--- config.mk ---
export PLATFORM = sky130hd
export DESIGN_NAME = udp_port_receive_filter
export DESIGN_NICKNAME = d
export VERILOG_FILES = /design/src/hw/rtl/urf_pkg.sv /design/src/hw/rtl/urf_csr.sv /design/src/hw/rtl/urf_front.sv /design/src/hw/rtl/urf_queue.sv /design/src/hw/rtl/udp_port_receive_filter.sv
export SDC_FILE = /design/constraint.sdc
export NUM_CORES = 1
export LEC_CHECK = 0
export BUFFER_PORTS_ARGS = -buffer_cell sky130_fd_sc_hd__clkbuf_2
export CORE_AREA = 2 2 182 184
export DETAILED_ROUTE_END_ITERATION = 6
export DIE_AREA = 0 0 184 186
export GPL_TIMING_DRIVEN = 0
export HOLD_SLACK_MARGIN = 0.15
export PLACE_DENSITY_LB_ADDON = 0.08
export SYNTH_ARGS = -nofsm -noshare
export SYNTH_HDL_FRONTEND = slang
export SYNTH_SLANG_ARGS = --single-unit
--- constraint.sdc ---
create_clock -name clock -period 6.5 [get_ports clock]
set_input_delay 1.3 -clock clock [delete_from_list [all_inputs] [get_ports clock]]
set_output_delay 1.3 -clock clock [all_outputs]
set_load 0.02 [all_outputs]
--- src/hw/rtl/urf_pkg.sv ---
// Types and constants shared by the UDP port receive filter modules.
`timescale 1ns / 1ps

package urf_pkg;

   localparam int POS_W      = 11;
   localparam int COUNT_W    = 11;
   localparam int PORT_W     = 16;
   localparam int IP_W       = 32;
   localparam int CSR_ADDR_W = 3;
   localparam int CSR_DATA_W = 32;
   localparam int QUEUE_DEPTH = 4;
   localparam int QUEUE_PTR_W = 2;

   localparam logic [POS_W-1:0] POS_LIMIT          = 11'd2047;
   localparam logic [POS_W-1:0] POS_ETH_HI         = 11'd12;
   localparam logic [POS_W-1:0] POS_ETH_LO         = 11'd13;
   localparam logic [POS_W-1:0] POS_PROTO          = 11'd23;
   localparam logic [POS_W-1:0] POS_SRC_IP_FIRST   = 11'd26;
   localparam logic [POS_W-1:0] POS_SRC_IP_LAST    = 11'd29;
   localparam logic [POS_W-1:0] POS_SRC_PORT_FIRST = 11'd34;
   localparam logic [POS_W-1:0] POS_SRC_PORT_LAST  = 11'd35;
   localparam logic [POS_W-1:0] POS_DST_PORT_FIRST = 11'd36;
   localparam logic [POS_W-1:0] POS_DST_PORT_LAST  = 11'd37;
   localparam logic [POS_W-1:0] POS_HEADER_LAST    = 11'd41;
   localparam logic [POS_W-1:0] POS_PAYLOAD_START  = 11'd42;

   localparam logic [7:0] ETHERTYPE_IPV4_HI = 8'h08;
   localparam logic [7:0] ETHERTYPE_IPV4_LO = 8'h00;
   localparam logic [7:0] IP_PROTO_UDP      = 8'd17;

   localparam logic [PORT_W-1:0] LISTEN_PORT_RESET = 16'd22223;

   localparam logic CSR_SEL_LISTEN_PORT = 1'b0;

   typedef struct packed {
      logic [7:0] frame_byte;
      logic       end_of_frame;
   } urf_req_type;

   typedef struct packed {
      logic [7:0]         payload_byte;
      logic               byte_valid;
      logic [IP_W-1:0]    sender_ip;
      logic [PORT_W-1:0]  sender_port;
      logic [COUNT_W-1:0] payload_count;
      logic               last_of_frame;
   } urf_rsp_type;

endpackage

--- src/hw/rtl/urf_csr.sv ---
// Configuration register block holding the listen port.
`timescale 1ns / 1ps

module urf_csr
   import urf_pkg::*;
(
   input  logic                  clock,
   input  logic                  reset,
   input  logic                  psel,
   input  logic                  penable,
   input  logic                  pwrite,
   input  logic [CSR_ADDR_W-1:0] paddr,
   input  logic [CSR_DATA_W-1:0] pwdata,
   output logic [CSR_DATA_W-1:0] prdata,
   output logic                  pready,
   output logic [PORT_W-1:0]     listen_port
);

   logic [PORT_W-1:0] listen_port_ff;
   logic [PORT_W-1:0] listen_port_in;
   logic              reg_sel;

   assign reg_sel = (paddr[CSR_ADDR_W-1] == CSR_SEL_LISTEN_PORT);

   always_comb begin
      listen_port_in = listen_port_ff;
      if (psel && penable && pwrite && reg_sel) begin
         listen_port_in = pwdata[PORT_W-1:0];
      end
   end

   always_ff @(posedge clock) begin
      if (reset) begin
         listen_port_ff <= LISTEN_PORT_RESET;
      end else begin
         listen_port_ff <= listen_port_in;
      end
   end

   assign prdata      = reg_sel ? CSR_DATA_W'(listen_port_ff) : '0;
   assign pready      = 1'b1;
   assign listen_port = listen_port_ff;

endmodule

--- src/hw/rtl/urf_front.sv ---
// Front end: tracks byte position, captures header fields and classifies each byte.
`timescale 1ns / 1ps

module urf_front
   import urf_pkg::*;
#(
   parameter int MAX_COUNT = 2047
)
(
   input  logic              clock,
   input  logic              reset,
   input  logic              accept,
   input  urf_req_type       req_data,
   input  logic [PORT_W-1:0] listen_port,
   output logic              emit,
   output urf_rsp_type       result
);

   localparam int CNT_W = $clog2(MAX_COUNT + 1);
   localparam int EXT_W = (CNT_W > COUNT_W) ? CNT_W : COUNT_W;

   logic [POS_W-1:0]  pos_ff,      pos_in;
   logic              eth_ok_ff,   eth_ok_in;
   logic              proto_ok_ff, proto_ok_in;
   logic [IP_W-1:0]   src_ip_ff,   src_ip_in;
   logic [PORT_W-1:0] src_port_ff, src_port_in;
   logic [PORT_W-1:0] dst_port_ff, dst_port_in;
   logic [CNT_W-1:0]  seen_ff,     seen_in;
   logic [EXT_W-1:0]  seen_ext;
   logic [7:0]        data_byte;
   logic              eof;
   logic              match;
   logic              in_payload;
   logic              empty_payload;

   assign data_byte = req_data.frame_byte;
   assign eof       = req_data.end_of_frame;

   always_comb begin
      eth_ok_in   = eth_ok_ff;
      proto_ok_in = proto_ok_ff;
      src_ip_in   = src_ip_ff;
      src_port_in = src_port_ff;
      dst_port_in = dst_port_ff;
      case (pos_ff) inside
         POS_ETH_HI: begin
            eth_ok_in = (data_byte == ETHERTYPE_IPV4_HI);
         end
         POS_ETH_LO: begin
            eth_ok_in = eth_ok_ff && (data_byte == ETHERTYPE_IPV4_LO);
         end
         POS_PROTO: begin
            proto_ok_in = (data_byte == IP_PROTO_UDP);
         end
         [POS_SRC_IP_FIRST:POS_SRC_IP_LAST]: begin
            src_ip_in = {src_ip_ff[IP_W-9:0], data_byte};
         end
         [POS_SRC_PORT_FIRST:POS_SRC_PORT_LAST]: begin
            src_port_in = {src_port_ff[PORT_W-9:0], data_byte};
         end
         [POS_DST_PORT_FIRST:POS_DST_PORT_LAST]: begin
            dst_port_in = {dst_port_ff[PORT_W-9:0], data_byte};
         end
         default: begin
         end
      endcase

      match         = eth_ok_in && proto_ok_in && (dst_port_in == listen_port);
      in_payload    = (pos_ff >= POS_PAYLOAD_START);
      empty_payload = (pos_ff == POS_HEADER_LAST) && eof;

      seen_in = seen_ff;
      if (match && in_payload && (seen_ff < CNT_W'(MAX_COUNT))) begin
         seen_in = seen_ff + CNT_W'(1);
      end
      seen_ext = EXT_W'(seen_in);

      emit = accept && match && (in_payload || empty_payload);

      result.sender_ip     = src_ip_in;
      result.sender_port   = src_port_in;
      result.last_of_frame = eof;
      if (in_payload) begin
         result.payload_byte  = data_byte;
         result.byte_valid    = 1'b1;
         result.payload_count = seen_ext[COUNT_W-1:0];
      end else begin
         result.payload_byte  = '0;
         result.byte_valid    = 1'b0;
         result.payload_count = '0;
      end

      pos_in = (pos_ff < POS_LIMIT) ? pos_ff + POS_W'(1) : pos_ff;
   end

   always_ff @(posedge clock) begin
      if (reset) begin
         pos_ff      <= '0;
         eth_ok_ff   <= 1'b0;
         proto_ok_ff <= 1'b0;
         src_ip_ff   <= '0;
         src_port_ff <= '0;
         dst_port_ff <= '0;
         seen_ff     <= '0;
      end else if (accept) begin
         if (eof) begin
            pos_ff      <= '0;
            eth_ok_ff   <= 1'b0;
            proto_ok_ff <= 1'b0;
            src_ip_ff   <= '0;
            src_port_ff <= '0;
            dst_port_ff <= '0;
            seen_ff     <= '0;
         end else begin
            pos_ff      <= pos_in;
            eth_ok_ff   <= eth_ok_in;
            proto_ok_ff <= proto_ok_in;
            src_ip_ff   <= src_ip_in;
            src_port_ff <= src_port_in;
            dst_port_ff <= dst_port_in;
            seen_ff     <= seen_in;
         end
      end
   end

endmodule

--- src/hw/rtl/urf_queue.sv ---
// Result queue between the classifying front end and the result port.
`timescale 1ns / 1ps

module urf_queue
   import urf_pkg::*;
(
   input  logic        clock,
   input  logic        reset,
   input  logic        wr_en,
   input  urf_rsp_type wr_data,
   input  logic        rd_en,
   output urf_rsp_type rd_data,
   output logic        full,
   output logic        empty
);

   urf_rsp_type              mem_ff [QUEUE_DEPTH];
   logic [QUEUE_PTR_W-1:0]   wr_ptr_ff, wr_ptr_in;
   logic [QUEUE_PTR_W-1:0]   rd_ptr_ff, rd_ptr_in;
   logic [QUEUE_PTR_W:0]     count_ff,  count_in;
   logic                     do_wr;
   logic                     do_rd;

   assign full  = (count_ff == (QUEUE_PTR_W+1)'(QUEUE_DEPTH));
   assign empty = (count_ff == '0);
   assign do_wr = wr_en && !full;
   assign do_rd = rd_en && !empty;

   always_comb begin
      wr_ptr_in = do_wr ? wr_ptr_ff + QUEUE_PTR_W'(1) : wr_ptr_ff;
      rd_ptr_in = do_rd ? rd_ptr_ff + QUEUE_PTR_W'(1) : rd_ptr_ff;
      count_in  = count_ff;
      if (do_wr && !do_rd) begin
         count_in = count_ff + (QUEUE_PTR_W+1)'(1);
      end else if (do_rd && !do_wr) begin
         count_in = count_ff - (QUEUE_PTR_W+1)'(1);
      end
   end

   always_ff @(posedge clock) begin
      if (reset) begin
         wr_ptr_ff <= '0;
         rd_ptr_ff <= '0;
         count_ff  <= '0;
      end else begin
         wr_ptr_ff <= wr_ptr_in;
         rd_ptr_ff <= rd_ptr_in;
         count_ff  <= count_in;
      end
   end

   always_ff @(posedge clock) begin
      if (do_wr) begin
         mem_ff[wr_ptr_ff] <= wr_data;
      end
   end

   assign rd_data = mem_ff[rd_ptr_ff];

endmodule

--- src/hw/rtl/udp_port_receive_filter.sv ---
// Top level of the UDP port receive filter.
// Usage:
//  - Input queue port: drive req_data with one frame byte and its end-of-frame
//    marker and raise push; a transaction completes when push is high and
//    full is low. One byte can be taken every clock cycle while full is low.
//  - Result queue port: while empty is low, rsp_data holds the oldest result;
//    raise pop to take it. Results are the payload bytes (offset 42 on) of
//    frames with ethertype IPv4, protocol UDP and the configured destination
//    port, or one empty marker result for a matching frame with no payload.
//  - A result is visible in the cycle after the byte that causes it is taken.
//    Throughput is one byte per cycle while full is low; the front end is combinational.
//  - A four-entry result queue decouples the sides: when the receiver stalls,
//    bytes are still taken until the queue fills, then full stays high.
//  - Configuration port: APB writes to addresses 0 to 3 (paddr[2] low) set the
//    listen port (reset value 22223); pready is always high.
//  - Reset clears the frame state, empties the queue and restores the port.
`timescale 1ns / 1ps

module udp_port_receive_filter
   import urf_pkg::*;
#(
   parameter int MAX_COUNT = 2047
)
(
   input  logic                  clock,
   input  logic                  reset,
   input  logic                  push,
   output logic                  full,
   input  urf_req_type           req_data,
   output logic                  empty,
   input  logic                  pop,
   output urf_rsp_type           rsp_data,
   input  logic                  psel,
   input  logic                  penable,
   input  logic                  pwrite,
   input  logic [CSR_ADDR_W-1:0] paddr,
   input  logic [CSR_DATA_W-1:0] pwdata,
   output logic [CSR_DATA_W-1:0] prdata,
   output logic                  pready
);

   logic              accept;
   logic              emit;
   urf_rsp_type       front_result;
   logic [PORT_W-1:0] listen_port;

   assign accept = push && !full;

   urf_csr u_csr (
      .clock       (clock),
      .reset       (reset),
      .psel        (psel),
      .penable     (penable),
      .pwrite      (pwrite),
      .paddr       (paddr),
      .pwdata      (pwdata),
      .prdata      (prdata),
      .pready      (pready),
      .listen_port (listen_port)
   );

   urf_front #(
      .MAX_COUNT (MAX_COUNT)
   ) u_front (
      .clock       (clock),
      .reset       (reset),
      .accept      (accept),
      .req_data    (req_data),
      .listen_port (listen_port),
      .emit        (emit),
      .result      (front_result)
   );

   urf_queue u_queue (
      .clock   (clock),
      .reset   (reset),
      .wr_en   (emit),
      .wr_data (front_result),
      .rd_en   (pop),
      .rd_data (rsp_data),
      .full    (full),
      .empty   (empty)
   );

   assert property (@(posedge clock) disable iff (reset) !(full && empty))
      else $error("result queue reports full and empty together");

   assert property (@(posedge clock) disable iff (reset)
      (pop && !empty && !emit) |=> !full)
      else $error("result queue full after a pop with no new result");

   assert property (@(posedge clock) disable iff (reset)
      (!empty && !rsp_data.byte_valid) |->
         (rsp_data.last_of_frame && (rsp_data.payload_count == '0)))
      else $error("empty payload result is not a final zero-count result");

endmodule
; Word level (Yosys, flattened, before mapping)
; Memory sizes are Yosys's and may differ from the RTL's. A register that Yosys moved wholly into a read port is not among the register bits.
; Index checks and enable logic that the tools add are counted.
; Widths: inputs -> output; s select.
[totals]
reg_bits = 111
ram_bits = 276
input_bits = 51
n_memories = 1
[op_classes]
add_sub_neg = 6
order_cmp = 9
n_eq_ne = 8
muxes = 38
n_bitwise = 1
reduce_logical = 29
[mem_list]
columns = memory, words, word_bits, rd, rd_clocked_by_memory_dff, write_ports, line_no
row1 = u_queue.mem_ff, 4, 69, 1, 1, 1, urf_queue.sv:17  ; urf_rsp_type mem_ff [QUEUE_DEPTH];
[op_table]
columns = op, n
row1 = $mux 16, 14
row2 = $mux 32, 5
row3 = $mux 11, 5
row4 = $ge 11x6->1 const B, 3
row5 = $add 11x1->11 const B, 2
row6 = $eq 11x4->1 const B, 2
row7 = $le 11x6->1 const B, 2
row8 = $lt 11x11->1 const B, 2
row9 = $logic_and 1x1->1, 19
row10 = $eq 16x16->1, 1
row11 = $eq 11x5->1 const B, 1
row12 = $eq 11x6->1 const B, 1
row13 = $ge 11x5->1 const B, 1
row14 = $le 11x5->1 const B, 1
row15 = $mux 1, 9
row16 = $mux 9, 1
row17 = $eq 8x4->1 const B, 1
row18 = $eq 8x5->1 const B, 1
row19 = $logic_not 8->1, 1
row20 = $mux 3, 2
row21 = $add 2x1->2 const B, 2
row22 = $logic_not 1->1, 4
row23 = $mux 2, 2
row24 = $reduce_bool 2->1, 2
row25 = other kinds (7), 7

; Logic depth before layout (Yosys ltp)
[logic_depth]
ltp_word = 17
depth_mapped = 16
mapped_depth_nobuf = 14

; Modules after synthesis
; Synthesis repeated with hierarchy kept, for this count alone.
[hier_totals]
cells_unflattened = 1153
hier_area_um2 = 16545.9
[by_module_without_submodules]
columns = module, n_inst, cells_per_inst, area_each_um2, seq_area_each_um2
row1 = urf_queue, 1, 409, 10422.5, 8468.1
row2 = urf_front, 1, 637, 5172.5, 1761.7
row3 = urf_csr, 1, 106, 937.1, 320.3
row4 = udp_port_receive_filter, 1, 1, 13.8, 0.0

; Worst setup path after synthesis
; OpenSTA, ideal clock, no wires.
[synth_timing]
path_kind = register -> register
startpoint = register u_front.pos_ff[6]
endpoint = memory u_queue.mem_ff[0][0] (netlist bit) (enable)
setup_ns = 0.435
arrival_time_ns = 4.470
path_slack_ns = 1.595
path_stages_with_launch = 10
cell_sequence = dfxtp_1 or4_1 clkbuf_1 or4_1 buf_2 nor4_1 o22ai_1 a2111oi_4 clkbuf_1 and3_1
[synth_via]
elab_chain_cells = 15
[synth_lines]
columns = element, line_no
row1 = from (decl), urf_front.sv:22  ; logic [POS_W-1:0] pos_ff, pos_in;
row2 = from (signal assigned), urf_front.sv:115  ; pos_ff <= pos_in;
row3 = $ge 11x6->1 (no line) or $le 11x6->1 (tied branches), -
row4 = $logic_and 1x1->1 (no line), -
row5 = $mux 16 (6 in a row), urf_front.sv:45  ; case (pos_ff) inside
row6 = $eq 16x16->1, urf_front.sv:68  ; match = eth_ok_in && proto_ok_in && (dst_port_in == listen_port);
row7 = $logic_and 1x1->1, urf_front.sv:68
row8 = $logic_and 1x1->1, urf_front.sv:78  ; emit = accept && match && (in_payload || empty_payload);
row9 = $logic_and 1x1->1 (*), urf_front.sv:78
row10 = $logic_and 1x1->1 (*), urf_queue.sv:26  ; assign do_wr = wr_en && !full;
row11 = $mux 1 (*), urf_queue.sv:53  ; if (do_wr) begin
row12 = $mux 1 (implied by the code) (*), urf_queue.sv:54  ; mem_ff[wr_ptr_ff] <= wr_data;
row13 = to (decl), urf_queue.sv:17
; Mark *: on every way between the ends. The rest lies on a longest branch, timed or not.

==> metrics.txt <==
register bit count reported by yosys=389; post-route ant nets=0; layout cells sized above 1=0.2492; hold slack=between 0.4 and 0.5 ns; mux contribution to synthesized area=0.1313; aggregate negative setup slack=0 ns; CP Data Required Time=roughly 5.2 ns; Max clock buf depth=3; Mapped Cells=roughly 1.1k; worst hold path stage count=2; total gr overflow=0; CTS sink cnt=389; register area=approximately 0.011 mm²; die extent in y=~190 µm; critical path capture point type=output pin; maximum vdd drop=0.0001498 V; largest family of logic cells by synthesized area=multiplexers; warnings from Yosys=0; HP Start=u_csr.listen_port[11]; Finished Cell Area=0.01866 mm²; number of global-route vias before repair=9501; Fmax achieved=0.2016 GHz; count of flip-flops with a built-in enable after synthesis=276; DP Worst Slack=1.622 ns; Worst Tran Pin Value=1.066 ns; Starting Density=0.4961; Die Footprint=~0.034 mm²; largest net degree at the start of global routing=57; FF-to-FF path depth=14; Area Overhead vs Synth=16.81%; num ports=155; register area share after synthesis=0.6603; worst clock skew=~0.017 ns; Cell Int Power=around 4.2 mW; synthesized-area fraction occupied by and/or/nand/nor cells=0.08137; fin crit share=0.7630; 1st-iter DRT viols=752; leakage power=between 6 and 7 nW; CTS resizes=0; core box area=between 0.03 and 0.04 mm²; min cycle time layout=~5.0 ns; final setup fails=0; Synth cell types=60; Vias/cell=approximately 5.6; crit path max fanout=10; Post-layout nets=1337; WL per Instance=20.74 µm; PD cells=293.5 mW/mm²; sw power=between 1 and 1.5 mW; ant diodes=0; GRT Total Usage=0.2107; Max-slew headroom=0.2878; worst hold endpoint=u_csr.listen_port[11]; worst hold path class=reg -> reg; first-pass GRT wire length=54480 µm; clock share of power=0.434; share of flip-flops with an asynchronous set or reset=0; Hold-fix buffers, CTS=0; outcome=complete, no violations; clk root buf=clkbuf_16; dpl cells=~1.6k; FF-to-FF setup slack=approximately 1.7 ns; Residual DRC=0; Fillers=2608; Gate power share=0.082; # port buffers=about 120; H-tree lvl count=2; Final Hold Fails=0; post-DP HPWL=between 20000 and 25000 µm; GPL Wtd Cong=0.9013; reg2reg end=u_queue.count_ff[2]; max_cap viols=0; overall power=5.477 mW; Setup crit start kind=flop; Pins Over Slew Limit=0; xor and xnor fraction of the mapped netlist area=0.01316; WL final=35590 µm; Clk Latency, worst-skew pair=around 0.53 ns; Post-Layout Cell Count=1716; die width=184 µm; setup bufs post-CTS=0; Post-Route Utilization=0.5795; RSZ-0062 raised after global routing=no; initial antenna violation count=0; via count=9694; Main synth FF type=edfxtp_1; worst r2r src=u_front.pos_ff[6]; clk slew on worst S/H paths=about 0.060 ns; CTS tree=yes; post-synthesis compound-gate area fraction=0.07283; Flop pwr share=0.485; Synth Area in Adders=0.009085; syn avg cell area=roughly 15 µm²; Critical Path AT=3.66 ns; mapped cell area=approximately 0.016 mm²; number of detailed-route iterations in the first pass=5; setup ws final=about 1.5 ns; Setup Crit Path Kind=reg -> out; Switching Share=0.2258; CTS Buf Count=41; DP Area=0.01727 mm²; area of the multi-input gates=0.005007 mm²; row count=66
[power by group through the flow]
stage | combinational (mW) | clock, mW | sequential, mW
after global placement | 0.453 | 0 | 2.71
final | 0.448 | 2.38 | 2.65
after floorplan | 0.305 | 0 | 2.70
after global routing | 0.488 | 2.52 | 2.66
after CTS | 0.455 | 2.42 | 2.65
after detailed placement | 0.453 | 0 | 2.71
[per-layer routing]
layer | track usage | share of wire | wire (µm) | vias to the layer above
met5 | 0 | 0 | 0 | -
met4 | 0.06656 | 0.025 | 895 | 0
met3 | 0.03600 | 0.048 | 1709 | 49
met2 | 0.3357 | 0.47 | 16810 | 275
met1 | 0.2978 | 0.45 | 16170 | 4829
li1 | - | - | - | 4541
[layout by cell type (no fill, tap or decap), types with 40 or more instances in the layout]
cell type / n
clkbuf_16: 44
nand2_1: 40
edfxtp_1: 276
clkbuf_2: 118
a22oi_1: 66
clkbuf_1: 66
mux2_2: 43
dfxtp_1: 113
nor2_1: 119
mux4_2: 69
[flip-flops by register name, summed over array words and instances, names as in the netlist, named ones only]
register and cells:
u_front.eth_ok_ff 1, u_front.pos_ff 11, u_front.dst_port_ff 16, u_queue.count_ff 3, u_queue.mem_ff 276, u_queue.rd_ptr_ff 2
u_front.src_port_ff 16, u_csr.listen_port 16, u_front.proto_ok_ff 1, u_front.seen_ff 11, u_front.src_ip_ff 32, u_queue.wr_ptr_ff 2
[cells in the mapped netlist, drive strengths merged (11+ instances only)]
cell type | instances | share of area
inv | 34 | 0.0080
nand2b | 12 | 0.0047
mux4 | 69 | 0.097
or3 | 19 | 0.0074
clkbuf | 55 | 0.013
o22ai | 12 | 0.0047
nor2 | 119 | 0.028
nand2 | 40 | 0.0094
dfxtp | 113 | 0.14
edfxtp | 276 | 0.52
a21oi | 25 | 0.0078
and3 | 11 | 0.0043
nand3 | 13 | 0.0041
xor2 | 19 | 0.010
buf | 26 | 0.010
o21ai | 21 | 0.0066
mux2 | 43 | 0.030
a22oi | 66 | 0.031
[final cells by class]
cell class              instances  area share
inverters                      35    0.007039
clock buffers                  60     0.06490
well taps                     408     0.02735
multi-input cells             604      0.2683
clock inverters                16    0.009721
flip-flops and latches        389      0.5653
repair buffers                123     0.03754
plain buffers                  81     0.01984
[worst max-delay path: stages (launching register included)]
cell and delay (ns):
dfxtp_1 0.31, clkbuf_1 0.56, clkbuf_1 0.73, buf_1 0.71, mux4_2 0.63, clkbuf_2 0.18
[logic make-up after synthesis]
group	after synthesis
DFF	389
buffers and inverters	116
muxes	118
AOI/OAI and AO/OA	167
and+or+nand+nor	267
xor gates and xnor gates	24
adders and majority gates	11
other	2
[worst max-delay path by stage]
stage	slack, ns	cells past startpoint	start	endpoint
after floorplan	1.60	9	u_front.pos_ff[6]	u_queue.mem_ff[0][0]
after global placement	-0.59	7	req_data[5]	u_queue.mem_ff[0][46]
after detailed placement	1.62	8	req_data[5]	u_queue.mem_ff[2][25]
after CTS	1.41	5	flop	rsp_data[63]
after global routing	1.21	5	flop	rsp_data[63]
final	1.54	5	flop	rsp_data[63]
Power figures use the tool's default switching activity.
